### config.mk
export PLATFORM = sky130hd
export DESIGN_NAME = proportional_power_dispatch_top
export DESIGN_NICKNAME = d
export VERILOG_FILES = /design/src/hdl/ppd_pkg.sv /design/src/hdl/ppd_divider.sv /design/src/hdl/ppd_datapath.sv /design/src/hdl/ppd_controller.sv /design/src/hdl/proportional_power_dispatch_top.sv
export SDC_FILE = /design/constraint.sdc
export NUM_CORES = 2
export LEC_CHECK = 0
export BUFFER_PORTS_ARGS = -buffer_cell sky130_fd_sc_hd__buf_2
export CAP_MARGIN = 25
export CORE_MARGIN = 2
export CORE_UTILIZATION = 60
export CTS_CLUSTER_DIAMETER = 80
export DETAILED_ROUTE_END_ITERATION = 6
export PLACE_DENSITY = 0.78
export SLEW_MARGIN = 30
export SYNTH_ARGS = -nofsm -noshare
export SYNTH_HDL_FRONTEND = slang
export SYNTH_SLANG_ARGS = --single-unit
### constraint.sdc
create_clock -name clock -period 25.9 [get_ports clock]
set_input_delay 5.18 -clock clock [delete_from_list [all_inputs] [get_ports clock]]
set_output_delay 5.18 -clock clock [all_outputs]
set_load 0.005 [all_outputs]
### src/hdl/ppd_pkg.sv
// ----------------------------------------------------------------------------
// ppd_pkg
// Shared types and constants for the proportional power dispatch block:
// field widths, the share offset, the datapath operation select and the
// command and status groups between controller and datapath.
// ----------------------------------------------------------------------------
`default_nettype none

package ppd_pkg;

   // report and result field widths
   localparam int FIELD_W   = 16;
   localparam int IDX_OUT_W = 5;

   // quotient width of the shared divider and its step counter
   localparam int QUO_W     = 16;
   localparam int QUO_CNT_W = 5;

   // power codes carry an offset of 100, shares are reported with it
   localparam int SHARE_OFS = 100;
   localparam int SHARE_MAX = 65535;

   // share the shared arithmetic is working on
   typedef enum logic {
      OP_ACTIVE   = 1'b0,
      OP_REACTIVE = 1'b1
   } op_type;

   // controller to datapath
   typedef struct packed {
      logic   load;        // accumulate one report
      logic   mul;         // register total power times device weight
      logic   num;         // register share numerator
      logic   div_start;   // launch the divider
      logic   capture;     // store the share for sel
      logic   next_dev;    // advance to the next device's result
      logic   clear;       // end of round, clear sums
      op_type sel;
   } cmd_type;

   // datapath to controller
   typedef struct packed {
      logic last_slot;     // the next report completes the round
      logic div_done;      // quotient is ready
      logic last_dev;      // current result is for the final device
   } sts_type;

endpackage

`default_nettype wire

### src/hdl/ppd_divider.sv
// ----------------------------------------------------------------------------
// ppd_divider
// Restoring divider, one quotient bit per cycle. Produces a QUO_W-bit
// quotient; the caller guarantees the quotient fits (the upper DIV_W bits of
// the dividend are below the divisor).
// ----------------------------------------------------------------------------
`default_nettype none

module ppd_divider #(
   parameter int DIV_W = 18
) (
   input  wire logic                          clock,
   input  wire logic                          reset,
   input  wire logic                          start,
   input  wire logic [DIV_W+ppd_pkg::QUO_W-1:0] dividend,
   input  wire logic [DIV_W-1:0]              divisor,
   output logic      [ppd_pkg::QUO_W-1:0]     quotient,
   output logic                               busy,
   output logic                               done
);
   import ppd_pkg::*;

   logic [DIV_W-1:0]     rem_ff, rem_in;
   logic [QUO_W-1:0]     quo_ff, quo_in;
   logic [DIV_W-1:0]     dvs_ff, dvs_in;
   logic [QUO_CNT_W-1:0] cnt_ff, cnt_in;
   logic                 busy_ff, busy_in;
   logic                 done_ff, done_in;
   logic [DIV_W:0]       trial;
   logic                 fits;

   // one restoring step: shift in the next dividend bit, subtract if it fits
   assign trial = {rem_ff, quo_ff[QUO_W-1]};
   assign fits  = (trial >= {1'b0, dvs_ff});

   always_comb begin
      rem_in  = rem_ff;
      quo_in  = quo_ff;
      dvs_in  = dvs_ff;
      cnt_in  = cnt_ff;
      busy_in = busy_ff;
      done_in = 1'b0;
      if (start) begin
         rem_in  = dividend[DIV_W+QUO_W-1:QUO_W];
         quo_in  = dividend[QUO_W-1:0];
         dvs_in  = divisor;
         cnt_in  = QUO_CNT_W'(QUO_W);
         busy_in = 1'b1;
      end else if (busy_ff) begin
         rem_in = fits ? DIV_W'(trial - {1'b0, dvs_ff}) : trial[DIV_W-1:0];
         quo_in = {quo_ff[QUO_W-2:0], fits};
         cnt_in = cnt_ff - 1'b1;
         if (cnt_ff == QUO_CNT_W'(1)) begin
            busy_in = 1'b0;
            done_in = 1'b1;
         end
      end
   end

   // control state
   always_ff @(posedge clock) begin
      if (reset) begin
         busy_ff <= 1'b0;
         done_ff <= 1'b0;
         cnt_ff  <= '0;
      end else begin
         busy_ff <= busy_in;
         done_ff <= done_in;
         cnt_ff  <= cnt_in;
      end
   end

   // working registers
   always_ff @(posedge clock) begin
      rem_ff <= rem_in;
      quo_ff <= quo_in;
      dvs_ff <= dvs_in;
   end

   assign quotient = quo_ff;
   assign busy     = busy_ff;
   assign done     = done_ff;

endmodule

`default_nettype wire

### src/hdl/ppd_datapath.sv
// ----------------------------------------------------------------------------
// ppd_datapath
// Round accumulators, per-device weight store, share multiplier and the
// shared divider, plus the result registers that drive the rsp_ fields.
// The means come from a reciprocal multiply of the code sums.
// ----------------------------------------------------------------------------
`default_nettype none

module ppd_datapath #(
   parameter int DEVICE_COUNT = 4
) (
   input  wire logic                              clock,
   input  wire logic                              reset,
   input  wire ppd_pkg::cmd_type                  cmd,
   output ppd_pkg::sts_type                       sts,
   input  wire logic [ppd_pkg::FIELD_W-1:0]       req_voltage_code,
   input  wire logic [ppd_pkg::FIELD_W-1:0]       req_frequency_code,
   input  wire logic [ppd_pkg::FIELD_W-1:0]       req_active_power_code,
   input  wire logic [ppd_pkg::FIELD_W-1:0]       req_reactive_power_code,
   input  wire logic [ppd_pkg::FIELD_W-1:0]       req_active_weight,
   input  wire logic [ppd_pkg::FIELD_W-1:0]       req_reactive_weight,
   output logic      [ppd_pkg::IDX_OUT_W-1:0]     rsp_device_index,
   output logic      [ppd_pkg::FIELD_W-1:0]       rsp_voltage_setpoint,
   output logic      [ppd_pkg::FIELD_W-1:0]       rsp_frequency_setpoint,
   output logic      [ppd_pkg::FIELD_W-1:0]       rsp_active_share,
   output logic      [ppd_pkg::FIELD_W-1:0]       rsp_reactive_share,
   output logic                                   rsp_weight_fault,
   output logic                                   rsp_last_result
);
   import ppd_pkg::*;

   localparam int SUM_W = FIELD_W + $clog2(DEVICE_COUNT);
   localparam int IDX_W = (DEVICE_COUNT > 1) ? $clog2(DEVICE_COUNT) : 1;
   localparam int DVD_W = SUM_W + QUO_W;
   localparam int NUM_W = SUM_W + FIELD_W + 2;
   localparam logic [IDX_W-1:0]       LAST_IDX = IDX_W'(DEVICE_COUNT - 1);
   localparam logic signed [SUM_W:0]  PWR_OFS  = (SUM_W+1)'(SHARE_OFS * DEVICE_COUNT);
   // sum / N as (sum * ceil(2^K / N)) >> K, exact for every sum below 2^SUM_W
   localparam int MEAN_K  = SUM_W + $clog2(DEVICE_COUNT);
   localparam int MPROD_W = SUM_W + MEAN_K + 1;
   localparam logic [MEAN_K:0] MEAN_RCP =
      (MEAN_K+1)'(((64'd1 << MEAN_K) + 64'(DEVICE_COUNT) - 64'd1) / 64'(DEVICE_COUNT));

   // round sums
   logic [SUM_W-1:0] vsum_ff, fsum_ff, psum_ff, qsum_ff, wpsum_ff, wqsum_ff;
   logic [IDX_W-1:0] slot_ff, slot_in;
   logic [IDX_W-1:0] dev_ff, dev_in;

   // per-device weights, valid once loaded in the round
   logic [FIELD_W-1:0] wp_store [DEVICE_COUNT];
   logic [FIELD_W-1:0] wq_store [DEVICE_COUNT];

   logic signed [NUM_W-1:0] prod_ff, num_ff;
   logic [FIELD_W-1:0]      vmean_ff, fmean_ff, pshare_ff, qshare_ff;
   logic [FIELD_W-1:0]      vmean_in, fmean_in;
   logic [MPROD_W-1:0]      vprod, fprod;

   logic signed [SUM_W:0]   pwr_sel;
   logic [FIELD_W-1:0]      w_sel;
   logic [SUM_W-1:0]        wsum_sel;
   logic [DVD_W-1:0]        dividend;
   logic [SUM_W-1:0]        divisor;
   logic [QUO_W-1:0]        quotient;
   logic                    div_busy;
   logic                    div_done;
   logic                    num_pos;
   logic                    num_sat;
   logic [FIELD_W-1:0]      share_val;

   // slot and device pointers
   always_comb begin
      slot_in = slot_ff;
      dev_in  = dev_ff;
      if (cmd.load)
         slot_in = (slot_ff == LAST_IDX) ? '0 : slot_ff + 1'b1;
      if (cmd.next_dev)
         dev_in = dev_ff + 1'b1;
      if (cmd.clear) begin
         slot_in = '0;
         dev_in  = '0;
      end
   end

   always_ff @(posedge clock) begin
      if (reset) begin
         slot_ff  <= '0;
         dev_ff   <= '0;
         vsum_ff  <= '0;
         fsum_ff  <= '0;
         psum_ff  <= '0;
         qsum_ff  <= '0;
         wpsum_ff <= '0;
         wqsum_ff <= '0;
      end else begin
         slot_ff <= slot_in;
         dev_ff  <= dev_in;
         if (cmd.clear) begin
            vsum_ff  <= '0;
            fsum_ff  <= '0;
            psum_ff  <= '0;
            qsum_ff  <= '0;
            wpsum_ff <= '0;
            wqsum_ff <= '0;
         end else if (cmd.load) begin
            vsum_ff  <= vsum_ff  + SUM_W'(req_voltage_code);
            fsum_ff  <= fsum_ff  + SUM_W'(req_frequency_code);
            psum_ff  <= psum_ff  + SUM_W'(req_active_power_code);
            qsum_ff  <= qsum_ff  + SUM_W'(req_reactive_power_code);
            wpsum_ff <= wpsum_ff + SUM_W'(req_active_weight);
            wqsum_ff <= wqsum_ff + SUM_W'(req_reactive_weight);
         end
      end
   end

   // weight store, written at the load slot
   always_ff @(posedge clock) begin
      if (cmd.load) begin
         wp_store[slot_ff] <= req_active_weight;
         wq_store[slot_ff] <= req_reactive_weight;
      end
   end

   // means: reciprocal multiply, settled long before the first result
   assign vprod    = MPROD_W'(vsum_ff) * MPROD_W'(MEAN_RCP);
   assign fprod    = MPROD_W'(fsum_ff) * MPROD_W'(MEAN_RCP);
   assign vmean_in = vprod[MEAN_K +: FIELD_W];
   assign fmean_in = fprod[MEAN_K +: FIELD_W];

   always_ff @(posedge clock) begin
      vmean_ff <= vmean_in;
      fmean_ff <= fmean_in;
   end

   // operand select for the quantity being worked on
   always_comb begin
      case (cmd.sel)
         OP_ACTIVE: begin
            pwr_sel  = $signed({1'b0, psum_ff}) - PWR_OFS;
            w_sel    = wp_store[dev_ff];
            wsum_sel = wpsum_ff;
         end
         default: begin
            pwr_sel  = $signed({1'b0, qsum_ff}) - PWR_OFS;
            w_sel    = wq_store[dev_ff];
            wsum_sel = wqsum_ff;
         end
      endcase
   end

   // numerator: total power times weight, then plus 100 times weight total
   always_ff @(posedge clock) begin
      if (cmd.mul)
         prod_ff <= pwr_sel * $signed({1'b0, w_sel});
      if (cmd.num)
         prod_ff <= prod_ff;
      if (cmd.num)
         num_ff <= prod_ff + $signed(NUM_W'(wsum_sel) * NUM_W'(SHARE_OFS));
   end

   // divider operands: numerator over weight total
   assign dividend = num_ff[DVD_W-1:0];
   assign divisor  = wsum_sel;

   ppd_divider #(
      .DIV_W (SUM_W)
   ) u_divider (
      .clock    (clock),
      .reset    (reset),
      .start    (cmd.div_start),
      .dividend (dividend),
      .divisor  (divisor),
      .quotient (quotient),
      .busy     (div_busy),
      .done     (div_done)
   );

   // share: zero total, non-positive and out-of-range numerators bypass
   assign num_pos = !num_ff[NUM_W-1] && (num_ff != '0);
   assign num_sat = num_pos && ($unsigned(num_ff) >= (NUM_W'(wsum_sel) << QUO_W));

   always_comb begin
      if (wsum_sel == '0)
         share_val = FIELD_W'(SHARE_OFS);
      else if (!num_pos)
         share_val = '0;
      else if (num_sat)
         share_val = FIELD_W'(SHARE_MAX);
      else
         share_val = quotient;
   end

   // result registers
   always_ff @(posedge clock) begin
      if (cmd.capture) begin
         case (cmd.sel)
            OP_ACTIVE:   pshare_ff <= share_val;
            OP_REACTIVE: qshare_ff <= share_val;
            default:     pshare_ff <= pshare_ff;
         endcase
      end
   end

   assign sts.last_slot = (slot_ff == LAST_IDX);
   assign sts.div_done  = div_done;
   assign sts.last_dev  = (dev_ff == LAST_IDX);

   assign rsp_device_index       = IDX_OUT_W'(dev_ff);
   assign rsp_voltage_setpoint   = vmean_ff;
   assign rsp_frequency_setpoint = fmean_ff;
   assign rsp_active_share       = pshare_ff;
   assign rsp_reactive_share     = qshare_ff;
   assign rsp_weight_fault       = (wpsum_ff == '0) || (wqsum_ff == '0);
   assign rsp_last_result        = sts.last_dev;

   // divider is launched only when idle
   a_start_idle: assert property (@(posedge clock) disable iff (reset)
      cmd.div_start |-> !div_busy)
      else $error("divider started while busy");

   // no report is loaded while a division is running
   a_load_idle: assert property (@(posedge clock) disable iff (reset)
      cmd.load |-> !div_busy)
      else $error("report loaded during result computation");

endmodule

`default_nettype wire

### src/hdl/ppd_controller.sv
// ----------------------------------------------------------------------------
// ppd_controller
// Sequencer for one round: takes reports until the last device, then runs,
// per device, the active and reactive shares through the shared divider
// and hands each result out.
// ----------------------------------------------------------------------------
`default_nettype none

module ppd_controller (
   input  wire logic              clock,
   input  wire logic              reset,
   input  wire logic              req_valid,
   output logic                   req_ready,
   output logic                   rsp_valid,
   input  wire logic              rsp_ready,
   output ppd_pkg::cmd_type       cmd,
   input  wire ppd_pkg::sts_type  sts
);
   import ppd_pkg::*;

   typedef enum logic [5:0] {
      ST_IDLE  = 6'b000001,
      ST_MUL   = 6'b000010,
      ST_NUM   = 6'b000100,
      ST_START = 6'b001000,
      ST_WAIT  = 6'b010000,
      ST_OUT   = 6'b100000
   } state_type;

   state_type state_ff, state_in;
   op_type    sel_ff, sel_in;

   // next state and commands
   always_comb begin
      state_in  = state_ff;
      sel_in    = sel_ff;
      req_ready = 1'b0;
      rsp_valid = 1'b0;
      cmd       = '0;
      cmd.sel   = sel_ff;
      case (state_ff)
         ST_IDLE: begin
            req_ready = 1'b1;
            if (req_valid) begin
               cmd.load = 1'b1;
               if (sts.last_slot) begin
                  sel_in   = OP_ACTIVE;
                  state_in = ST_MUL;
               end
            end
         end
         ST_MUL: begin
            cmd.mul  = 1'b1;
            state_in = ST_NUM;
         end
         ST_NUM: begin
            cmd.num  = 1'b1;
            state_in = ST_START;
         end
         ST_START: begin
            cmd.div_start = 1'b1;
            state_in      = ST_WAIT;
         end
         ST_WAIT: begin
            if (sts.div_done) begin
               cmd.capture = 1'b1;
               case (sel_ff)
                  OP_ACTIVE: begin
                     sel_in   = OP_REACTIVE;
                     state_in = ST_MUL;
                  end
                  default: begin
                     state_in = ST_OUT;
                  end
               endcase
            end
         end
         ST_OUT: begin
            rsp_valid = 1'b1;
            if (rsp_ready) begin
               if (sts.last_dev) begin
                  cmd.clear = 1'b1;
                  state_in  = ST_IDLE;
               end else begin
                  cmd.next_dev = 1'b1;
                  sel_in       = OP_ACTIVE;
                  state_in     = ST_MUL;
               end
            end
         end
         default: begin
            state_in = ST_IDLE;
         end
      endcase
   end

   always_ff @(posedge clock) begin
      if (reset) begin
         state_ff <= ST_IDLE;
         sel_ff   <= OP_ACTIVE;
      end else begin
         state_ff <= state_in;
         sel_ff   <= sel_in;
      end
   end

   // the final result's transfer closes the round
   a_round_end: assert property (@(posedge clock) disable iff (reset)
      (rsp_valid && rsp_ready && sts.last_dev) |=> (state_ff == ST_IDLE))
      else $error("round did not close after final result");

   // a result is only offered after a reactive share was captured
   a_out_after_share: assert property (@(posedge clock) disable iff (reset)
      $rose(rsp_valid) |-> ($past(cmd.capture) && ($past(sel_ff) == OP_REACTIVE)))
      else $error("result offered without a fresh share");

endmodule

`default_nettype wire

### src/hdl/proportional_power_dispatch_top.sv
// ----------------------------------------------------------------------------
// proportional_power_dispatch_top
// Collects one report per device; after the last device of a round, emits
// one setpoint result per device: voltage and frequency means and the
// device's proportional share of total active and reactive power.
//
//   channel  direction  handshake              payload
//   req_     in         req_valid/req_ready    six 16-bit report fields
//   rsp_     out        rsp_valid/rsp_ready    index, means, shares, flags
//
// The last report of a round starts the share sequence in the next cycle;
// the means come from a reciprocal multiply of the sums. Each device's
// result runs two shares, active then reactive, each through multiply,
// numerator, divider launch, 16 restoring steps and the done strobe, then
// its transfer. No report is taken while a round's results are being
// computed or delivered; rsp_ready low holds the current result. Reset
// (synchronous) clears the sums and sequencer.
// ----------------------------------------------------------------------------
`default_nettype none

module proportional_power_dispatch_top #(
   parameter int DEVICE_COUNT = 4
) (
   input  wire logic                            clock,
   input  wire logic                            reset,
   input  wire logic                            req_valid,
   output logic                                 req_ready,
   input  wire logic [ppd_pkg::FIELD_W-1:0]     req_voltage_code,
   input  wire logic [ppd_pkg::FIELD_W-1:0]     req_frequency_code,
   input  wire logic [ppd_pkg::FIELD_W-1:0]     req_active_power_code,
   input  wire logic [ppd_pkg::FIELD_W-1:0]     req_reactive_power_code,
   input  wire logic [ppd_pkg::FIELD_W-1:0]     req_active_weight,
   input  wire logic [ppd_pkg::FIELD_W-1:0]     req_reactive_weight,
   output logic                                 rsp_valid,
   input  wire logic                            rsp_ready,
   output logic      [ppd_pkg::IDX_OUT_W-1:0]   rsp_device_index,
   output logic      [ppd_pkg::FIELD_W-1:0]     rsp_voltage_setpoint,
   output logic      [ppd_pkg::FIELD_W-1:0]     rsp_frequency_setpoint,
   output logic      [ppd_pkg::FIELD_W-1:0]     rsp_active_share,
   output logic      [ppd_pkg::FIELD_W-1:0]     rsp_reactive_share,
   output logic                                 rsp_weight_fault,
   output logic                                 rsp_last_result
);
   import ppd_pkg::*;

   cmd_type cmd;
   sts_type sts;

   ppd_controller u_controller (
      .clock     (clock),
      .reset     (reset),
      .req_valid (req_valid),
      .req_ready (req_ready),
      .rsp_valid (rsp_valid),
      .rsp_ready (rsp_ready),
      .cmd       (cmd),
      .sts       (sts)
   );

   ppd_datapath #(
      .DEVICE_COUNT (DEVICE_COUNT)
   ) u_datapath (
      .clock                   (clock),
      .reset                   (reset),
      .cmd                     (cmd),
      .sts                     (sts),
      .req_voltage_code        (req_voltage_code),
      .req_frequency_code      (req_frequency_code),
      .req_active_power_code   (req_active_power_code),
      .req_reactive_power_code (req_reactive_power_code),
      .req_active_weight       (req_active_weight),
      .req_reactive_weight     (req_reactive_weight),
      .rsp_device_index        (rsp_device_index),
      .rsp_voltage_setpoint    (rsp_voltage_setpoint),
      .rsp_frequency_setpoint  (rsp_frequency_setpoint),
      .rsp_active_share        (rsp_active_share),
      .rsp_reactive_share      (rsp_reactive_share),
      .rsp_weight_fault        (rsp_weight_fault),
      .rsp_last_result         (rsp_last_result)
   );

   // reports and results never overlap within a round
   a_no_overlap: assert property (@(posedge clock) disable iff (reset)
      !(req_ready && rsp_valid))
      else $error("report taken while a result is pending");

endmodule

`default_nettype wire
==> results.ini <==
[run_status]
outcome = completed

[critical_path]
crit_type = flop to flop
cp_slowest_stage_delay_ns = 0.93
required_ns = 26.24
crit_path_top_delay_cell = fa_1
cp-start-kind = flop
ff2ff_path_depth = 29
cp.arrival_ns = 9.99
reg2reg_slack_ns = 16.25
reg2reg_to = u_datapath.prod_ff[35]$_DFFE_PP_
cpMostUsedCell = fa_1
r2r_start = u_controller.sel_ff$_SDFFE_PP0P_
path_max_fanout = 22
cp-end-kind = flop

[timing]
fin_setup_tns_ns = 0
slew_headroom_pct = 30.4
clock_skew_ns = 0.0299
fmax_mhz = 104
fin_crit_sh_pct = 37.3
layout_min_cycle_time_ns = 9.65
slew_viol_final = 0
setup-violations-final = 0
worst_pin_slew_ns = 1.04
hold_viol = 0
rsz0062_at_grt = false

[global_route]
antenna_found_initial = 9
grt-ovfl-total = 0
grt_max_degree = 81
grt_pass1_wl_um = 144000
grt_pass1_vias = 27100
groute.usage.overall_pct = 29.2

[clocking]
root_buffer = clkbuf_16
clkSinkCount = 444
clk_transition_reported_paths_ns = 0.06
cts_buffers = 49
cts_tree = built
cts_resized = 0
htreeDepth = 2
cts_hold_buf = 0
clock_latency_ns = 0.62
clock_path_buffers = 3
cts_setup_buffers = 0

[min_path]
worstHoldStart = u_datapath.fsum_ff[13]$_SDFFE_PP0P_
hold_class = flop to flop
hold-path-endpoint = u_datapath.rsp_frequency_setpoint[11]$_DFF_P_
holdPathStages = 0

[floorplan]
ioPinCount = 173
core_area_mm2 = 0.0592
initial_utilization_pct = 60.9
die_area_mm2 = 0.0622
die_height_um = 249
die_width_um = 249
rows = 89

[logic_synthesis]
yosys_most_used_dff = edfxtp_1
synth-edff-count = 284
ys_seq_area_share_pct = 32.5
syn_inst = 3644
syn_area_mm2 = 0.0361
synth.area.top_cells = edfxtp_1 (24%), fa_1 (18%), ha_1 (11%), dfxtp_1 (8.9%), inv_1 (5.7%)
yosys.cell_types.count = 82
ys_seq_elements = 444
yosys_warnings = 0
synthArstFlopShare_pct = 0
synth.avg_cell_area_um2 = 9.91
synth_top_area_share_pct = 23.6
netlist.top_cell.by_area = edfxtp_1

[cells_and_area]
n_fill_cell = 4525
nets = 4556
area_delta_synth_final_pct = 10.1
drive_above_1_share_pct = 9.85

[placement]
numPortBuffers = 169
hpwlAfterDp_um = 68300
gp_congestion = 0.946

[routing]
vias = 26900
first_iter_violations = 1945
ant_nets = 0
wl_per_cell_um = 19.4
drc_errors = 0
totalWireLength_um = 90000
first_pass_iters = 5
viasPerCell = 5.81

[flow_run]
maxCapViolations = 0

cell usage after synthesis, types with 8 or more instances:
cell type	n
inv_1	550
dfxtp_1	160
mux2_2	8
a31oi_1	17
nor2_1	323
or2_2	12
a21o_1	58
edfxtp_1	284
fa_1	328
or3_1	12
and2_1	12
nand2b_1	47
nand3_1	46
a211oi_1	24
o21bai_1	24
mux2i_1	53
o31ai_1	9
xor2_1	67
nor3_1	66
nand2_1	400
mux4_2	32
buf_2	15
nor2b_1	32
o21a_1	44
nand4_1	17
clkbuf_1	68
nor4_1	26
o21ai_0	84
xnor2_1	117
ha_1	321
a21oi_1	238
and3_1	30
metrics by stage:
step,util (%),instance area [um2],worst slack [ns],instances,hold slack (ns)
6_report,67.1,39700,16.25,4628,0.370
5_1_grt,67.1,39700,15.66,4628,0.375
4_1_cts,67.0,39700,15.99,4620,0.370
3_5_place_dp,64.0,37900,16.02,4529,0.362
3_3_place_gp,63.9,37800,16.29,4527,0.355
2_1_floorplan,-,36100,17.29,3646,0.344
cells by family after synthesis:
family          after synthesis  share of synthesized area, %
buf+inv                     648                          6.90
mux                          93                          3.72
xor+xnor                    185                          4.51
compound gates              573                          10.0
flops                       444                          32.5
simple gates               1051                          13.0
fa+ha+maj                   649                          29.3
other cells                   1                        0.0104
worst max path at each step:
stage / slack (ns) / cells after the start / endpoint / startpoint
CTS: 15.99 / 31 / u_datapath.prod_ff[33]$_DFFE_PP_ / u_controller.sel_ff$_SDFFE_PP0P_
finish: 16.25 / 29 / u_datapath.prod_ff[35]$_DFFE_PP_ / u_controller.sel_ff$_SDFFE_PP0P_
global placement: 16.29 / 31 / u_datapath.prod_ff[33]$_DFFE_PP_ / u_controller.sel_ff$_SDFFE_PP0P_
detailed placement: 16.02 / 31 / u_datapath.prod_ff[33]$_DFFE_PP_ / u_controller.sel_ff$_SDFFE_PP0P_
global route: 15.66 / 31 / u_datapath.prod_ff[33]$_DFFE_PP_ / u_controller.sel_ff$_SDFFE_PP0P_
floorplan: 17.29 / 33 / u_datapath.prod_ff[35]$_DFFE_PP_ / u_controller.sel_ff$_SDFFE_PP0P_
layout by cell type (no fill, tap or decap), types with 16 or more instances in the layout:
cell       count
inv_1        550
nand3_1       46
nand2_1      399
a21o_1        58
buf_4         35
clkbuf_16     49
nor4_1        26
a211oi_1      24
xnor2_1      114
nand2b_1      47
mux2i_1       48
dfxtp_1      158
nor2b_1       31
a31oi_1       16
fa_1         328
and3_1        30
mux4_2        32
o21a_1        44
nor2_1       321
a21oi_1      238
o21ai_0       84
edfxtp_1     284
buf_2        170
o21bai_1      24
nand4_1       17
xor2_1        64
nor3_1        65
ha_1         321
layer usage:
layer	share of wire (%)	track usage (%)
met5	0.018	0
met4	4.1	12.9
met3	8.0	4.67
met2	47	48.6
met1	40	37.9
flip-flops by register name, indices dropped and copies added (netlist names), 6 cells and up, named ones only:
| register | cells |
|---|---|
| u_datapath.qsum_ff | 18 |
| u_datapath.fsum_ff | 18 |
| u_datapath.wpsum_ff | 18 |
| u_datapath.rsp_voltage_setpoint | 16 |
| u_datapath.wp_store | 64 |
| u_datapath.wqsum_ff | 18 |
| u_datapath.vsum_ff | 18 |
| u_datapath.num_ff | 36 |
| u_controller.state_ff | 6 |
| u_datapath.rsp_reactive_share | 16 |
| u_datapath.psum_ff | 18 |
| u_datapath.u_divider.dvs_ff | 18 |
| u_datapath.u_divider.quotient | 16 |
| u_datapath.u_divider.rem_ff | 18 |
| u_datapath.rsp_frequency_setpoint | 16 |
| u_datapath.wq_store | 64 |
| u_datapath.prod_ff | 36 |
| u_datapath.rsp_active_share | 16 |
layout make-up:
class                   instances  area [um2]  area share (%)
multi-input cells            2554       22000            55.4
clock inverters                35         532            1.34
inverters                     552        2070            5.21
repair buffers                206        1140            2.87
well taps                     773         967            2.43
flip-flops and latches        444       11700            29.5
diodes                          8        20.0          0.0504
clock buffers                  56        1260            3.18
critical path, delay by kind of cell (launching register included):
family / cells / cell delay, ns
flip-flops: 1 / 0.63
AO/OA/AOI/OAI: 12 / 2.04
XOR/XNOR: 1 / 0.09
AND/OR/NAND/NOR: 3 / 1.34
buffers and inverters: 4 / 0.57
multiplexers: 1 / 0.47
adder cells (fa/ha/maj): 8 / 4.25
Power is not shown: default switching activity piles up to over one toggle a cycle in this logic, so the estimate is an artifact.
